## config.mk

```make
export PLATFORM = sky130hd
export DESIGN_NAME = doorbell_latency_device_flat
export DESIGN_NICKNAME = d
export VERILOG_FILES = /design/src/sv/dld_pkg.sv /design/src/sv/dld_if.sv /design/src/sv/dld_ctrl.sv /design/src/sv/dld_datapath.sv /design/src/sv/doorbell_latency_device.sv /design/src/flat_wrapper.sv
export SDC_FILE = /design/constraint.sdc
export NUM_CORES = 2
export LEC_CHECK = 0
export ABC_AREA = 0
export BUFFER_PORTS_ARGS = -buffer_cell sky130_fd_sc_hd__buf_2
export CAP_MARGIN = 40
export CORE_MARGIN = 3
export CORE_UTILIZATION = 63
export DETAILED_ROUTE_END_ITERATION = 10
export PLACE_DENSITY = 0.9
export SYNTH_ARGS = -nofsm -noshare
export SYNTH_HDL_FRONTEND = slang
export SYNTH_HIERARCHICAL = 1
export SYNTH_SLANG_ARGS = --single-unit
```

## constraint.sdc

```tcl
create_clock -name clk -period 6.5 [get_ports clk]
set_input_delay 0 -clock clk [delete_from_list [all_inputs] [get_ports clk]]
set_output_delay 0 -clock clk [all_outputs]
set_load 0.05 [all_outputs]
```

## src/sv/dld_pkg.sv

```systemverilog
// ----------------------------------------------------------------------------
// dld_pkg
// Types and constants shared by the doorbell latency device.
// ----------------------------------------------------------------------------
package dld_pkg;

    localparam int QUEUE_DEPTH = 8;
    localparam int QW          = $clog2(QUEUE_DEPTH);
    localparam int FW          = $clog2(QUEUE_DEPTH + 1);

    localparam logic [31:0] DEFAULT_LATENCY_RST = 32'd5000;

    localparam logic [1:0] FUNC_TICK  = 2'd0;
    localparam logic [1:0] FUNC_READ  = 2'd1;
    localparam logic [1:0] FUNC_WRITE = 2'd2;

    localparam logic [3:0] RIDX_STATUS    = 4'd0;
    localparam logic [3:0] RIDX_DONE      = 4'd1;
    localparam logic [3:0] RIDX_TICKET    = 4'd2;
    localparam logic [3:0] RIDX_RESULT    = 4'd3;
    localparam logic [3:0] RIDX_IRQ_ACK   = 4'd4;
    localparam logic [3:0] RIDX_DOORBELL  = 4'd5;
    localparam logic [3:0] RIDX_OVERRIDE  = 4'd6;
    localparam logic [3:0] RIDX_ARG_FIRST = 4'd7;
    localparam logic [3:0] RIDX_ARG_LAST  = 4'd10;

    localparam logic [1:0] KIND_NONE    = 2'd0;
    localparam logic [1:0] KIND_READ    = 2'd1;
    localparam logic [1:0] KIND_ACK     = 2'd2;
    localparam logic [1:0] KIND_RELEASE = 2'd3;

    localparam logic [1:0] FAULT_NONE    = 2'd0;
    localparam logic [1:0] FAULT_DIR     = 2'd1;
    localparam logic [1:0] FAULT_UNKNOWN = 2'd2;

    localparam logic [1:0] CFG_DEFAULT_LATENCY = 2'd0;
    localparam logic [1:0] CFG_BLOCKING        = 2'd1;
    localparam logic [1:0] CFG_IRQ_ENABLE      = 2'd2;

    typedef struct packed {
        logic [1:0]  func;
        logic [3:0]  reg_index;
        logic [63:0] write_data;
        logic [3:0]  read_bytes;
        logic        posted;
    } req_t;

    typedef struct packed {
        logic [1:0]  resp_kind;
        logic [63:0] read_data;
        logic [1:0]  access_fault;
        logic        doorbell_dropped;
        logic        protocol_error;
        logic        irq_level;
        logic        irq_changed;
        logic        last_result;
    } resp_t;

    typedef struct packed {
        logic [1:0]  index;
        logic [63:0] data;
    } cfg_t;

    typedef enum logic [2:0] {
        ST_IDLE,
        ST_PRE,
        ST_DRAIN,
        ST_ACT,
        ST_OUT_REL,
        ST_OUT_MAIN
    } state_t;

    // controller to datapath
    typedef struct packed {
        logic load;
        logic pre;
        logic drain;
        logic act;
    } cmd_t;

    // datapath to controller
    typedef struct packed {
        logic need_drain;
        logic released;
        logic main_out;
    } stat_t;

endpackage

```

## src/sv/dld_if.sv

```systemverilog
// ----------------------------------------------------------------------------
// dld_req_if / dld_resp_if / dld_cfg_if
// Valid/ready channels of the doorbell latency device.
// ----------------------------------------------------------------------------
interface dld_req_if;
    logic valid;
    logic ready;
    dld_pkg::req_t data;
    modport source (output valid, output data, input ready);
    modport sink   (input valid, input data, output ready);
endinterface

interface dld_resp_if;
    logic valid;
    logic ready;
    dld_pkg::resp_t data;
    modport source (output valid, output data, input ready);
    modport sink   (input valid, input data, output ready);
endinterface

interface dld_cfg_if;
    logic valid;
    logic ready;
    dld_pkg::cfg_t data;
    modport source (output valid, output data, input ready);
    modport sink   (input valid, input data, output ready);
endinterface

```

## src/sv/dld_ctrl.sv

```systemverilog
// ----------------------------------------------------------------------------
// dld_ctrl
// Sequencer: retire check, queue drain, access, then one or two responses.
// ----------------------------------------------------------------------------
module dld_ctrl (
    input  logic           clk,
    input  logic           rst_n,
    input  logic           in_valid,
    output logic           in_ready,
    output logic           out_valid,
    input  logic           out_ready,
    output logic           out_release,
    output dld_pkg::cmd_t  cmd,
    input  dld_pkg::stat_t stat
);
    import dld_pkg::*;

    state_t state_reg, state_next;

    always_ff @(posedge clk or negedge rst_n)
    begin
        if (!rst_n)
            state_reg <= ST_IDLE;
        else
            state_reg <= state_next;
    end

    always_comb
    begin
        state_next = state_reg;
        unique case (state_reg)
            ST_IDLE:  if (in_valid) state_next = ST_PRE;
            ST_PRE:   state_next = ST_DRAIN;
            // the retire flag is only valid once the check has been registered
            ST_DRAIN: if (!stat.need_drain) state_next = ST_ACT;
            ST_ACT:   state_next = stat.released ? ST_OUT_REL : ST_OUT_MAIN;
            ST_OUT_REL:
                if (out_ready) state_next = stat.main_out ? ST_OUT_MAIN : ST_IDLE;
            ST_OUT_MAIN: if (out_ready) state_next = ST_IDLE;
            default:  state_next = ST_IDLE;
        endcase
    end

    always_comb
    begin
        in_ready    = 1'b0;
        out_valid   = 1'b0;
        out_release = 1'b0;
        cmd         = '0;
        unique case (state_reg)
            ST_IDLE:
            begin
                in_ready = 1'b1;
                cmd.load = in_valid;
            end
            ST_PRE:      cmd.pre = 1'b1;
            ST_DRAIN:    cmd.drain = stat.need_drain;
            ST_ACT:      cmd.act = 1'b1;
            ST_OUT_REL:
            begin
                out_valid   = 1'b1;
                out_release = 1'b1;
            end
            ST_OUT_MAIN: out_valid = 1'b1;
            default:     ;
        endcase
    end

    a_one_cmd: assert property (@(posedge clk) disable iff (!rst_n)
        $onehot0({cmd.load, cmd.pre, cmd.drain, cmd.act}))
        else $error("more than one datapath command");
    a_no_in_while_out: assert property (@(posedge clk) disable iff (!rst_n)
        out_valid |-> !in_ready)
        else $error("request taken while response pending");
    a_act_then_out: assert property (@(posedge clk) disable iff (!rst_n)
        cmd.act |=> out_valid)
        else $error("access not followed by response");
endmodule

```

## src/sv/dld_datapath.sv

```systemverilog
// ----------------------------------------------------------------------------
// dld_datapath
// Counters, launch queue, interrupt state and response formation.
// ----------------------------------------------------------------------------
module dld_datapath (
    input  logic            clk,
    input  logic            rst_n,
    input  dld_pkg::req_t   req,
    input  logic            cfg_we,
    input  dld_pkg::cfg_t   cfg,
    input  logic            out_release,
    input  dld_pkg::cmd_t   cmd,
    output dld_pkg::stat_t  stat,
    output dld_pkg::resp_t  resp
);
    import dld_pkg::*;

    logic [31:0] dlat_reg;
    logic        block_reg, irqen_reg;
    logic [63:0] cyc_reg, dl_reg, done_reg, tick_reg, evt_reg;
    logic [31:0] ovr_reg;
    logic [FW-1:0] fill_reg;
    logic [QW-1:0] head_reg;
    logic        pend_reg, held_reg, rel_reg, before_reg;
    req_t        req_reg;
    logic [63:0] now_reg;
    logic [1:0]  kind_reg, fault_reg;
    logic [63:0] data_reg;
    logic        drop_reg, perr_reg;
    logic        irq0_reg;
    logic [31:0] queue [QUEUE_DEPTH];

    logic retiring, retire_item;
    logic [63:0] evt_inc;
    logic [QW-1:0] tail;
    logic [31:0] lat;
    logic [63:0] masked;
    logic [63:0] rd;
    logic [1:0]  fl;
    logic        start_now, busy_after, act_hold;
    logic [1:0]  kind_next, fault_next;
    logic [63:0] data_next;
    logic        drop_next, perr_next;

    // retire is only performed by ticks and retiring reads/doorbell writes
    always_comb
    begin
        retire_item = (req_reg.func == FUNC_TICK) ||
                      (req_reg.func == FUNC_READ && (req_reg.reg_index == RIDX_STATUS ||
                        req_reg.reg_index == RIDX_DONE || req_reg.reg_index == RIDX_RESULT)) ||
                      (req_reg.func == FUNC_WRITE && req_reg.reg_index == RIDX_DOORBELL);
        retiring = retire_item && dl_reg != 64'd0 && now_reg >= dl_reg;
        evt_inc  = (evt_reg != '1) ? evt_reg + 64'd1 : evt_reg;
        tail     = QW'((32'(head_reg) + 32'(fill_reg)) % QUEUE_DEPTH);
        lat      = (ovr_reg != 32'd0) ? ovr_reg : dlat_reg;
    end

    assign stat.need_drain = rel_reg && fill_reg != '0 && dl_reg == 64'd0;
    assign stat.released   = rel_reg && held_reg == 1'b0 && before_reg;
    assign stat.main_out   = !(req_reg.func == FUNC_TICK);

    always_ff @(posedge clk)
    begin
        if (cmd.act && req_reg.func == FUNC_WRITE && req_reg.reg_index == RIDX_DOORBELL &&
            !start_now && 32'(fill_reg) < QUEUE_DEPTH)
            queue[tail] <= lat;
    end

    // response fields and hold decision of the access step
    always_comb
    begin
        start_now  = dl_reg == 64'd0 && fill_reg == '0;
        busy_after = start_now ? (lat != 32'd0) : (dl_reg != 64'd0);
        kind_next  = KIND_NONE;
        fault_next = FAULT_NONE;
        data_next  = '0;
        drop_next  = 1'b0;
        perr_next  = 1'b0;
        act_hold   = 1'b0;
        if (req_reg.func == FUNC_READ)
        begin
            kind_next  = KIND_READ;
            data_next  = masked;
            fault_next = fl;
        end
        else if (req_reg.func == FUNC_WRITE)
        begin
            unique case (req_reg.reg_index) inside
                RIDX_DOORBELL:
                begin
                    if (!start_now && 32'(fill_reg) >= QUEUE_DEPTH)
                        drop_next = 1'b1;
                    if (block_reg && !req_reg.posted && busy_after)
                    begin
                        if (held_reg)
                            perr_next = 1'b1;
                        else
                            act_hold = 1'b1;
                    end
                end
                [RIDX_STATUS:RIDX_RESULT]:
                    fault_next = FAULT_DIR;
                RIDX_IRQ_ACK, RIDX_OVERRIDE, [RIDX_ARG_FIRST:RIDX_ARG_LAST]:
                    ;
                default:
                    fault_next = FAULT_UNKNOWN;
            endcase
            if (!req_reg.posted && !act_hold)
                kind_next = KIND_ACK;
        end
    end

    always_ff @(posedge clk or negedge rst_n)
    begin
        if (!rst_n)
        begin
            dlat_reg   <= DEFAULT_LATENCY_RST;
            block_reg  <= 1'b0;
            irqen_reg  <= 1'b0;
            cyc_reg    <= '0;
            dl_reg     <= '0;
            done_reg   <= '0;
            tick_reg   <= '0;
            evt_reg    <= '0;
            ovr_reg    <= '0;
            fill_reg   <= '0;
            head_reg   <= '0;
            pend_reg   <= 1'b0;
            held_reg   <= 1'b0;
            rel_reg    <= 1'b0;
            before_reg <= 1'b0;
            kind_reg   <= KIND_NONE;
            fault_reg  <= FAULT_NONE;
            drop_reg   <= 1'b0;
            perr_reg   <= 1'b0;
            data_reg   <= '0;
            req_reg    <= '0;
            now_reg    <= '0;
        end
        else
        begin
            if (cfg_we)
            begin
                unique case (cfg.index)
                    CFG_DEFAULT_LATENCY: dlat_reg  <= cfg.data[31:0];
                    CFG_BLOCKING:        block_reg <= cfg.data[0];
                    CFG_IRQ_ENABLE:      irqen_reg <= cfg.data[0];
                    default:             ;
                endcase
            end
            if (cmd.load)
            begin
                req_reg    <= req;
                before_reg <= pend_reg;
                if (req.func == FUNC_TICK)
                begin
                    cyc_reg <= cyc_reg + 64'd1;
                    now_reg <= cyc_reg + 64'd1;
                end
                else
                    now_reg <= cyc_reg;
            end
            if (cmd.pre)
            begin
                // before_reg now carries "held ack released" for the item
                before_reg <= retiring && held_reg;
                rel_reg    <= retiring;
                if (retiring)
                begin
                    done_reg <= done_reg + 64'd1;
                    dl_reg   <= '0;
                    held_reg <= 1'b0;
                    if (irqen_reg)
                    begin
                        evt_reg  <= evt_inc;
                        pend_reg <= 1'b1;
                    end
                end
            end
            if (cmd.drain)
            begin
                // pop one queued job; zero latency completes at once
                head_reg <= QW'((32'(head_reg) + 1) % QUEUE_DEPTH);
                fill_reg <= fill_reg - FW'(1);
                if (queue[head_reg] == 32'd0)
                begin
                    done_reg <= done_reg + 64'd1;
                    if (irqen_reg)
                    begin
                        evt_reg  <= evt_inc;
                        pend_reg <= 1'b1;
                    end
                end
                else
                    dl_reg <= now_reg + 64'(queue[head_reg]);
            end
            if (cmd.act)
            begin
                kind_reg  <= kind_next;
                fault_reg <= fault_next;
                drop_reg  <= drop_next;
                perr_reg  <= perr_next;
                data_reg  <= data_next;
                if (act_hold)
                    held_reg <= 1'b1;
                if (req_reg.func == FUNC_WRITE)
                begin
                    unique case (req_reg.reg_index)
                        RIDX_DOORBELL:
                        begin
                            ovr_reg <= '0;
                            if (start_now)
                            begin
                                tick_reg <= tick_reg + 64'd1;
                                if (lat == 32'd0)
                                begin
                                    done_reg <= done_reg + 64'd1;
                                    if (irqen_reg)
                                    begin
                                        evt_reg  <= evt_inc;
                                        pend_reg <= 1'b1;
                                    end
                                end
                                else
                                    dl_reg <= now_reg + 64'(lat);
                            end
                            else if (32'(fill_reg) < QUEUE_DEPTH)
                            begin
                                tick_reg <= tick_reg + 64'd1;
                                fill_reg <= fill_reg + FW'(1);
                            end
                        end
                        RIDX_OVERRIDE: ovr_reg <= req_reg.write_data[31:0];
                        RIDX_IRQ_ACK:
                        begin
                            if (req_reg.write_data != 64'd0 && irqen_reg && pend_reg)
                            begin
                                if (req_reg.write_data < evt_reg)
                                    evt_reg <= evt_reg - req_reg.write_data;
                                else
                                begin
                                    evt_reg  <= '0;
                                    pend_reg <= 1'b0;
                                end
                            end
                        end
                        default: ;
                    endcase
                end
            end
        end
    end

    always_comb
    begin
        rd = '0;
        fl = FAULT_NONE;
        unique case (req_reg.reg_index) inside
            RIDX_STATUS:                  rd = {63'd0, dl_reg != 64'd0};
            RIDX_DONE, RIDX_RESULT:       rd = done_reg;
            RIDX_TICKET:                  rd = tick_reg;
            RIDX_IRQ_ACK:                 rd = {63'd0, pend_reg};
            RIDX_DOORBELL, RIDX_OVERRIDE: fl = FAULT_DIR;
            default:                      fl = FAULT_UNKNOWN;
        endcase
        masked = rd;
        if (req_reg.read_bytes == 4'd0)
            masked = '0;
        else if (req_reg.read_bytes < 4'd8)
            masked = rd & ((64'd1 << {req_reg.read_bytes[2:0], 3'b000}) - 64'd1);
    end

    always_comb
    begin
        resp.irq_level   = pend_reg;
        resp.irq_changed = pend_reg != irq0_reg;
        if (out_release)
        begin
            resp.resp_kind        = KIND_RELEASE;
            resp.read_data        = '0;
            resp.access_fault     = FAULT_NONE;
            resp.doorbell_dropped = 1'b0;
            resp.protocol_error   = 1'b0;
            resp.last_result      = req_reg.func == FUNC_TICK;
        end
        else
        begin
            resp.resp_kind        = kind_reg;
            resp.read_data        = data_reg;
            resp.access_fault     = fault_reg;
            resp.doorbell_dropped = drop_reg;
            resp.protocol_error   = perr_reg;
            resp.last_result      = 1'b1;
        end
    end

    // irq level at start of the item, kept apart from the release flag
    always_ff @(posedge clk or negedge rst_n)
    begin
        if (!rst_n)
            irq0_reg <= 1'b0;
        else if (cmd.load)
            irq0_reg <= pend_reg;
    end

    a_fill_bound: assert property (@(posedge clk) disable iff (!rst_n)
        32'(fill_reg) <= QUEUE_DEPTH)
        else $error("queue overfilled");
    a_drain_idle: assert property (@(posedge clk) disable iff (!rst_n)
        cmd.drain |-> dl_reg == 64'd0 && fill_reg != '0)
        else $error("drain while busy or empty");
    a_evt_pend: assert property (@(posedge clk) disable iff (!rst_n)
        evt_reg != 64'd0 |-> pend_reg)
        else $error("events counted with line low");
endmodule

```

## src/sv/doorbell_latency_device.sv

```systemverilog
// ----------------------------------------------------------------------------
// doorbell_latency_device
// Register-mapped job launcher with a modelled busy window and launch queue.
// ----------------------------------------------------------------------------
// channel  direction  payload
// req      in         func, reg_index, write_data, read_bytes, posted
// resp     out        resp_kind .. last_result, one or two per request
// cfg      in         register index, write data
//
// A request passes accept, retire check, drain check and access, then its
// response beats; after a retire, queued jobs drain until one starts or
// the queue empties. The sequencer handles one request at a time.
// Reset restores all counters and registers; the queue store is not cleared.
// A stalled response holds the sequencer; cfg writes are always accepted.
// ----------------------------------------------------------------------------
module doorbell_latency_device (
    input logic clk,
    input logic rst_n,
    dld_req_if.sink    req,
    dld_resp_if.source resp,
    dld_cfg_if.sink    cfg
);
    import dld_pkg::*;

    cmd_t  cmd;
    stat_t stat;
    logic  out_release;

    assign cfg.ready = 1'b1;

    dld_ctrl u_ctrl (
        .clk         (clk),
        .rst_n       (rst_n),
        .in_valid    (req.valid),
        .in_ready    (req.ready),
        .out_valid   (resp.valid),
        .out_ready   (resp.ready),
        .out_release (out_release),
        .cmd         (cmd),
        .stat        (stat)
    );

    dld_datapath u_dp (
        .clk         (clk),
        .rst_n       (rst_n),
        .req         (req.data),
        .cfg_we      (cfg.valid),
        .cfg         (cfg.data),
        .out_release (out_release),
        .cmd         (cmd),
        .stat        (stat),
        .resp        (resp.data)
    );
endmodule
```

## src/flat_wrapper.sv

```systemverilog
// flat-port wrapper written by rule: the top's interface ports become plain ports
module doorbell_latency_device_flat import dld_pkg::*;
  (clk, rst_n, req_valid, req_data, req_ready, resp_valid, resp_data, resp_ready, cfg_valid, cfg_data, cfg_ready);
  dld_req_if req_i ();
  dld_resp_if resp_i ();
  dld_cfg_if cfg_i ();
  input logic clk;
  input logic rst_n;
  input wire logic [$bits(req_i.valid)-1:0] req_valid;
  input wire logic [$bits(req_i.data)-1:0] req_data;
  output wire logic [$bits(req_i.ready)-1:0] req_ready;
  output wire logic [$bits(resp_i.valid)-1:0] resp_valid;
  output wire logic [$bits(resp_i.data)-1:0] resp_data;
  input wire logic [$bits(resp_i.ready)-1:0] resp_ready;
  input wire logic [$bits(cfg_i.valid)-1:0] cfg_valid;
  input wire logic [$bits(cfg_i.data)-1:0] cfg_data;
  output wire logic [$bits(cfg_i.ready)-1:0] cfg_ready;
  assign req_i.valid = req_valid;
  assign req_i.data = req_data;
  assign req_ready = req_i.ready;
  assign resp_valid = resp_i.valid;
  assign resp_data = resp_i.data;
  assign resp_i.ready = resp_ready;
  assign cfg_i.valid = cfg_valid;
  assign cfg_i.data = cfg_data;
  assign cfg_ready = cfg_i.ready;
  doorbell_latency_device u_core (.clk(clk), .rst_n(rst_n), .req(req_i), .resp(resp_i), .cfg(cfg_i));
endmodule
```

After elaboration in Yosys (flattened, before gate mapping):

Memories as Yosys holds them, arrays and structs flattened.
Cells that the tools add are included.

* bits in registers: 546
* bits in writable memories: 256
* input bits: 146
* output and inout bits: 76
* word-level logic and storage cells: 242
* memories kept: 1

* $add $sub $neg: 12
* magnitude comparators: 9
* equality and inequality tests: 21
* shift-type cells: 1
* muxes and demuxes: 110
* bitwise gates (word level): 2
* reductions and logical operators: 59

Memory list
* u_core.u_dp.queue: depth 8, bits a word 32, read ports 1, clocked after memory_dff 0, wr ports 1, line dld_datapath.sv:31 `logic [31:0] queue [QUEUE_DEPTH];`

Operators by type and width (number)
* 2-to-1 mux 64 bit: 38
* adder 64 x 1 -> 64 bit (second input constant): 4
* case mux 64 bit (4 select lines): 1
* adder 64 x 32 -> 64 bit: 2
* case mux 64 bit (2 select lines): 1
* nonzero test 64 bit: 2
* 2-to-1 mux 70 bit: 1
* AND 64 bit: 1
* >= comparator 64 bit: 1
* logical NOT 32 bit: 2
* logical NOT 64 bit: 1
* less-than comparator 64 bit: 1
* != test 64 bit (second input constant): 1
* case mux 32 bit (2 select lines): 1
* nonzero test 32 bit: 2
* << shifter 1 x 6 -> 64 bit (first input constant): 1
* subtractor 64 x 1 -> 64 bit (second input constant): 1
* subtractor 64 bit: 1
* 2-to-1 mux 1 bit: 47
* 2-to-1 mux 32 bit: 1
* 2-to-1 mux 4 bit: 6
* logical AND 1 bit: 22
* case mux 3 bit (6 select lines): 1
* 2-to-1 mux 3 bit: 5
* other kinds (37): 70

Logic depth before layout (Yosys ltp):

* word-level depth: 19
* gate-level depth with buffers: 20
* gate-level depth less buffers: 16

By module:

Netlist, hierarchy kept.

By module, submodules not included
* dld_datapath: instances 1, cells each 4621, area an instance 46010.4 um^2, sequential area each 21281.7 um^2
* dld_ctrl: instances 1, cells each 29, area an instance 235.2 um^2, sequential area each 75.1 um^2
* doorbell_latency_device: instances 1, cells each 2, area an instance 11.3 um^2, sequential area each 0.0 um^2

Worst setup path before layout:

OpenSTA, ideal clock, no wires.

* kind: register -> register
* start point: reg u_core/u_dp/req_reg[72] in the netlist's numbering
* end point: mem u_core.u_dp.queue[0][0], enable pin
* library setup time: 501 ps
* data arrival time: 4761 ps
* required time: 5999 ps
* path slack: 1238 ps
* cell stages (with the launch flop): 8
* clock period less this slack: 5262 ps
* cells stage by stage: dfrtp_1 clkbuf_1 nand2b_1 nor3b_1 nand2_1 nor2_1 nand2_1 nor4_1

* longest elaborated chain between the ends: 6

Ends and longest elaborated chain
* start, declared: line dld_datapath.sv:25 `req_t req_reg;`
* start signal, assigned: line dld_datapath.sv:153 `req_reg <= req;`
* == test 4 x 3 -> 1 bit: line dld_datapath.sv:64 `if (cmd.act && req_reg.func == FUNC_WRITE && req_reg.reg_index == RIDX_DOORBELL &&`
* logical AND 1 bit (2 in series): line dld_datapath.sv:64
* logical AND 1 bit: line dld_datapath.sv:65 `!start_now && 32'(fill_reg) < QUEUE_DEPTH)`
* 2-to-1 mux 1 bit: line dld_datapath.sv:64
* 2-to-1 mux 1 bit (not written as such): line dld_datapath.sv:66 `queue[tail] <= lat;`
* end, declared: line dld_datapath.sv:31

No other way between the ends.

Final worst setup path:

* start point: reg u_core.u_dp.ovr_reg[29]
* end point: reg u_core.u_dp.dl_reg[50]

* longest elaborated chain between the ends: 8
* elaborated cells between the ends (all ways): 9

Ends and longest elaborated chain
* start, declared: line dld_datapath.sv:21 `logic [31:0] ovr_reg;`
* start signal, assigned: line dld_datapath.sv:233 `RIDX_OVERRIDE: ovr_reg <= req_reg.write_data[31:0];`
* nonzero test 32 bit *: line dld_datapath.sv:55 `lat = (ovr_reg != 32'd0) ? ovr_reg : dlat_reg;`
* 2-to-1 mux 32 bit *: line dld_datapath.sv:55
* via u_core.u_dp.lat[0]: line dld_datapath.sv:36 `logic [31:0] lat;`
* adder 64 x 32 -> 64 bit / logical NOT 32 bit (equally long branches): line dld_datapath.sv:225, dld_datapath.sv:215
* 2-to-1 mux 64 bit *: line dld_datapath.sv:215 `if (lat == 32'd0)`
* 2-to-1 mux 64 bit *: line dld_datapath.sv:212 `if (start_now)`
* 2-to-1 mux 64 bit *: line dld_datapath.sv:208 `unique case (req_reg.reg_index)`
* 2-to-1 mux 64 bit *: line dld_datapath.sv:206 `if (req_reg.func == FUNC_WRITE)`
* 2-to-1 mux 64 bit *: line dld_datapath.sv:197 `if (cmd.act)`
* end signal, assigned: line dld_datapath.sv:195 `dl_reg <= now_reg + 64'(queue[head_reg]);`
* end signal, assigned: line dld_datapath.sv:225 `dl_reg <= now_reg + 64'(lat);`
* end, declared: line dld_datapath.sv:20 `logic [63:0] cyc_reg, dl_reg, done_reg, tick_reg, evt_reg;`

The timed path passes the listed nets; every way through them passes the cells marked *.
A chain may end at the register's enable or synchronous reset.

==> impl_results.md <==
- Vias in the first global route: 39337
- Fin Setup TNS: 0 ns
- Max FFs per register: 256
- Fraction of registers with async set/reset: 68.1%
- Clock Power Share: 24.8%
- Tcrit/Tclk final: 86.7%
- Rel. slew slack: 27.0%
- Crit path launch type: register
- Wirelength, routed: 144000 µm
- TritonCTS Buffers: 85
- Pre-CTS setup slack: 1.13 ns
- Post-synth top cells: dfrtp_1 (541), nand2_1 (450), nor2_1 (309)
- Fmax: 177 MHz
- Max Cap Violations: 0
- Post-synthesis sequential element count: 802
- Clock sink total: 802
- Leak: 22.2 nW
- Via count: 39988
- Area Overhead vs Synth: 13.0%
- Core area: 72100 µm²
- Dpl hpwl: 99500 µm
- P per Cell Area: 391 nW/µm²
- Largest cells by area after synthesis: dfrtp_1 (29%), edfxtp_1 (17%), ha_1 (5.4%), xnor2_1 (4.5%), nand2_1 (3.7%)
- Min Clock Period, post-route: 5.63 ns
- DP Area: 48200 µm²
- Prevailing post-synth register cell: dfrtp_1
- Worst path slowest cell: nor4_1
- Final slew viol count: 0
- Outcome: completed
- H-tree Lvls: 3
- Post-CTS sizing: 0
- Sequential power share: 36.7%
- Crit-path most repeated cell: buf_4
- Cell taking the most area after synthesis: dfrtp_1
- Hold buffer count at cts: 119
- Layout Skew: 0.0257 ns
- Area of the multi-input gates: 23100 µm²
- WHS: 0.0592 ns
- Initial antenna violation count: 9
- Mapped Area: 46300 µm²
- Cell with the most instances after synthesis: dfrtp_1
- Maximum VDD drop: 0.000310 V
- Die Width: 277 µm
- Skew-Pair Late Insertion Delay: 0.65 ns
- Initial DRC Count: 5299
- FP Rows: 98
- Share of cells above drive strength 1: 11.4%
- Input/output buffers: 188
- Worst Setup End Kind: register
- Largest net degree at the start of global routing: 185
- CP required: 7.02 ns
- Final setup margin: 0.866 ns
- I/O pin total: 222
- Hold Path Cell Cnt: 3
- CTS clk-pin slew, worst paths: 0.07 ns
- NetSw: 8.31 mW
- Synthesis Warnings: 6
- RSZ-0062 raised after global routing: no
- CTS Root Cell: clkbuf_16
- Crit-path max cell delay: 0.72 ns
- Synth top area share: 29.3%
- Distinct cells, synth: 91
- Register area share after synthesis: 46.2%
- WS Path Type: reg -> reg
- Avg WL per Cell: 24.5 µm
- CTS tree: done
- Vias/cell: 6.77
- CP max FO: 10
- Die footprint: 76700 µm²
- Max Root-Sink Buffers: 3
- Initial Utilization: 64.2%
- Gr ovfl total: 0
- Cell-internal power: 12.1 mW
- Nets: 5225
- Crit path arrival time: 6.16 ns
- Chip height: 277 µm
- GRT Total Usage: 36.9%
- Reg2reg path depth: 17
- DRT antenna net count: 0
- Cells after Synth: 4652
- DRC Markers: 0
- Hold crit path type: in -> reg
- Comb pwr share: 38.5%
- First-pass GRT wire length: 223000 µm
- Setup Fix Bufs, Post-CTS: 0
- Register Area: 21400 µm²
- Worst-path cell chain: nor4_1, nand4_1, nor2_2, buf_4, a21o_1, ha_1, fa_1, a211o_1, a21oi_1, nor4b_1, o21a_1, o211ai_1, o21ba_2, nor2_1, a22oi_1, buf_4, o311ai_0
- Number of flops mapped to enable cells by yosys: 256
- Sw frac: 40.7%
- DR pass1 iterations: 7
- Gpl congestion: 0.979
- Transition time of the tightest slew-check pin: 1.09 ns
- Avg Cell Area, Syn: 9.94 µm²
- Mapped Nets: 5003
- Fillers: 4881
- Final Hold Violating Endpoints: 0
- Final instance area: 52300 µm²
- Count of final setup violators: 0
## metal layers
metal  GRT usage, %  part of all wire, %  vias up
met4           20.2                  6.4        0
li1               -                    -    17577
met5              0                    0        -
met1           47.3                   37    19275
met2           58.4                   46     2587
met3           8.48                   11      549
## logic make-up after synthesis
| kind of cell | after synthesis | synth area share (%) |
|---|---|---|
| buf+inv | 501 | 4.20 |
| simple gates | 1528 | 16.4 |
| fa+ha+maj | 205 | 5.61 |
| xor+xnor | 408 | 7.73 |
| flops | 802 | 46.2 |
| other cells | 1 | 0.00811 |
| mux | 117 | 4.29 |
| compound gates | 1090 | 15.6 |
## layout by cell type (no fill, tap or decap), drive strengths merged, types with 98 or more instances in the layout
| cell type | netlist | final |
|---|---|---|
| ha | 201 | 201 |
| inv | 265 | 270 |
| a21oi | 224 | 224 |
| nand2 | 450 | 450 |
| o22ai | 118 | 118 |
| nor4 | 98 | 98 |
| o21ai | 205 | 205 |
| nor3 | 102 | 102 |
| a22oi | 104 | 104 |
| nor2 | 310 | 310 |
| xnor2 | 236 | 236 |
| dlygate4sd3 | 0 | 119 |
| dfrtp | 541 | 541 |
| nand3 | 136 | 136 |
| clkbuf | 196 | 117 |
| buf | 40 | 250 |
| edfxtp | 256 | 256 |
| nand4 | 128 | 128 |
| xor2 | 172 | 172 |
## stage by stage
step	instances	util [%]	total power, mW
after global placement	5607	66.6	14.8
after detailed placement	5616	66.8	15.0
after global routing	5899	72.5	21.0
final	5903	72.5	20.4
after floorplan	4652	-	12.4
after CTS	5891	72.4	20.1
## power by group through the flow
stage / combinational [mW] / clock, mW / sequential, mW
final: 7.86 / 5.07 / 7.49
after global routing: 8.24 / 5.28 / 7.51
after CTS: 7.56 / 5.08 / 7.43
after detailed placement: 7.50 / 0 / 7.54
after global placement: 7.26 / 0 / 7.51
after floorplan: 5.21 / 0 / 7.17
## path summary, 6_finish.rpt
check / startpoint / to / slack (ns)
worst max-delay path: u_core/u_dp/ovr_reg[29]$_DFFE_PN0P_ / u_core/u_dp/dl_reg[50]$_DFF_PN0_ / 0.87
worst min-delay path: cfg_data[64] / u_core/u_dp/irqen_reg$_DFFE_PN0P_ / 0.06
worst max register to register: u_core/u_dp/ovr_reg[29]$_DFFE_PN0P_ / u_core/u_dp/dl_reg[50]$_DFF_PN0_ / 0.87
worst min register to register: u_core/u_dp/tick_reg[63]$_DFFE_PN0P_ / u_core/u_dp/tick_reg[63]$_DFFE_PN0P_ / 0.49
max in group asynchronous: rst_n / u_core/u_dp/data_reg[36]$_DFFE_PN0P_ / 4.51
min in group asynchronous: rst_n / u_core/u_dp/now_reg[14]$_DFFE_PN0P_ / 0.47
## critical path: cells and delay by family (launching register included)
kind | cells | cell delay (ns)
AND/OR/NAND/NOR | 5 | 2.30
AO/OA/AOI/OAI | 8 | 1.84
adder cells (fa/ha/maj) | 2 | 0.55
flip-flops | 1 | 0.41
buffers and inverters | 2 | 0.40
## cell type report
class	count	area share, %
Antenna cell	10	0.0479
Timing Repair Buffer	371	5.25
Inverter	265	1.90
Tap cell	950	2.27
Sequential cell	802	40.9
Clock inverter	40	0.955
Clock buffer	116	4.54
Multi-Input combinational cell	3349	44.2
Power figures use the tool's default switching activity.
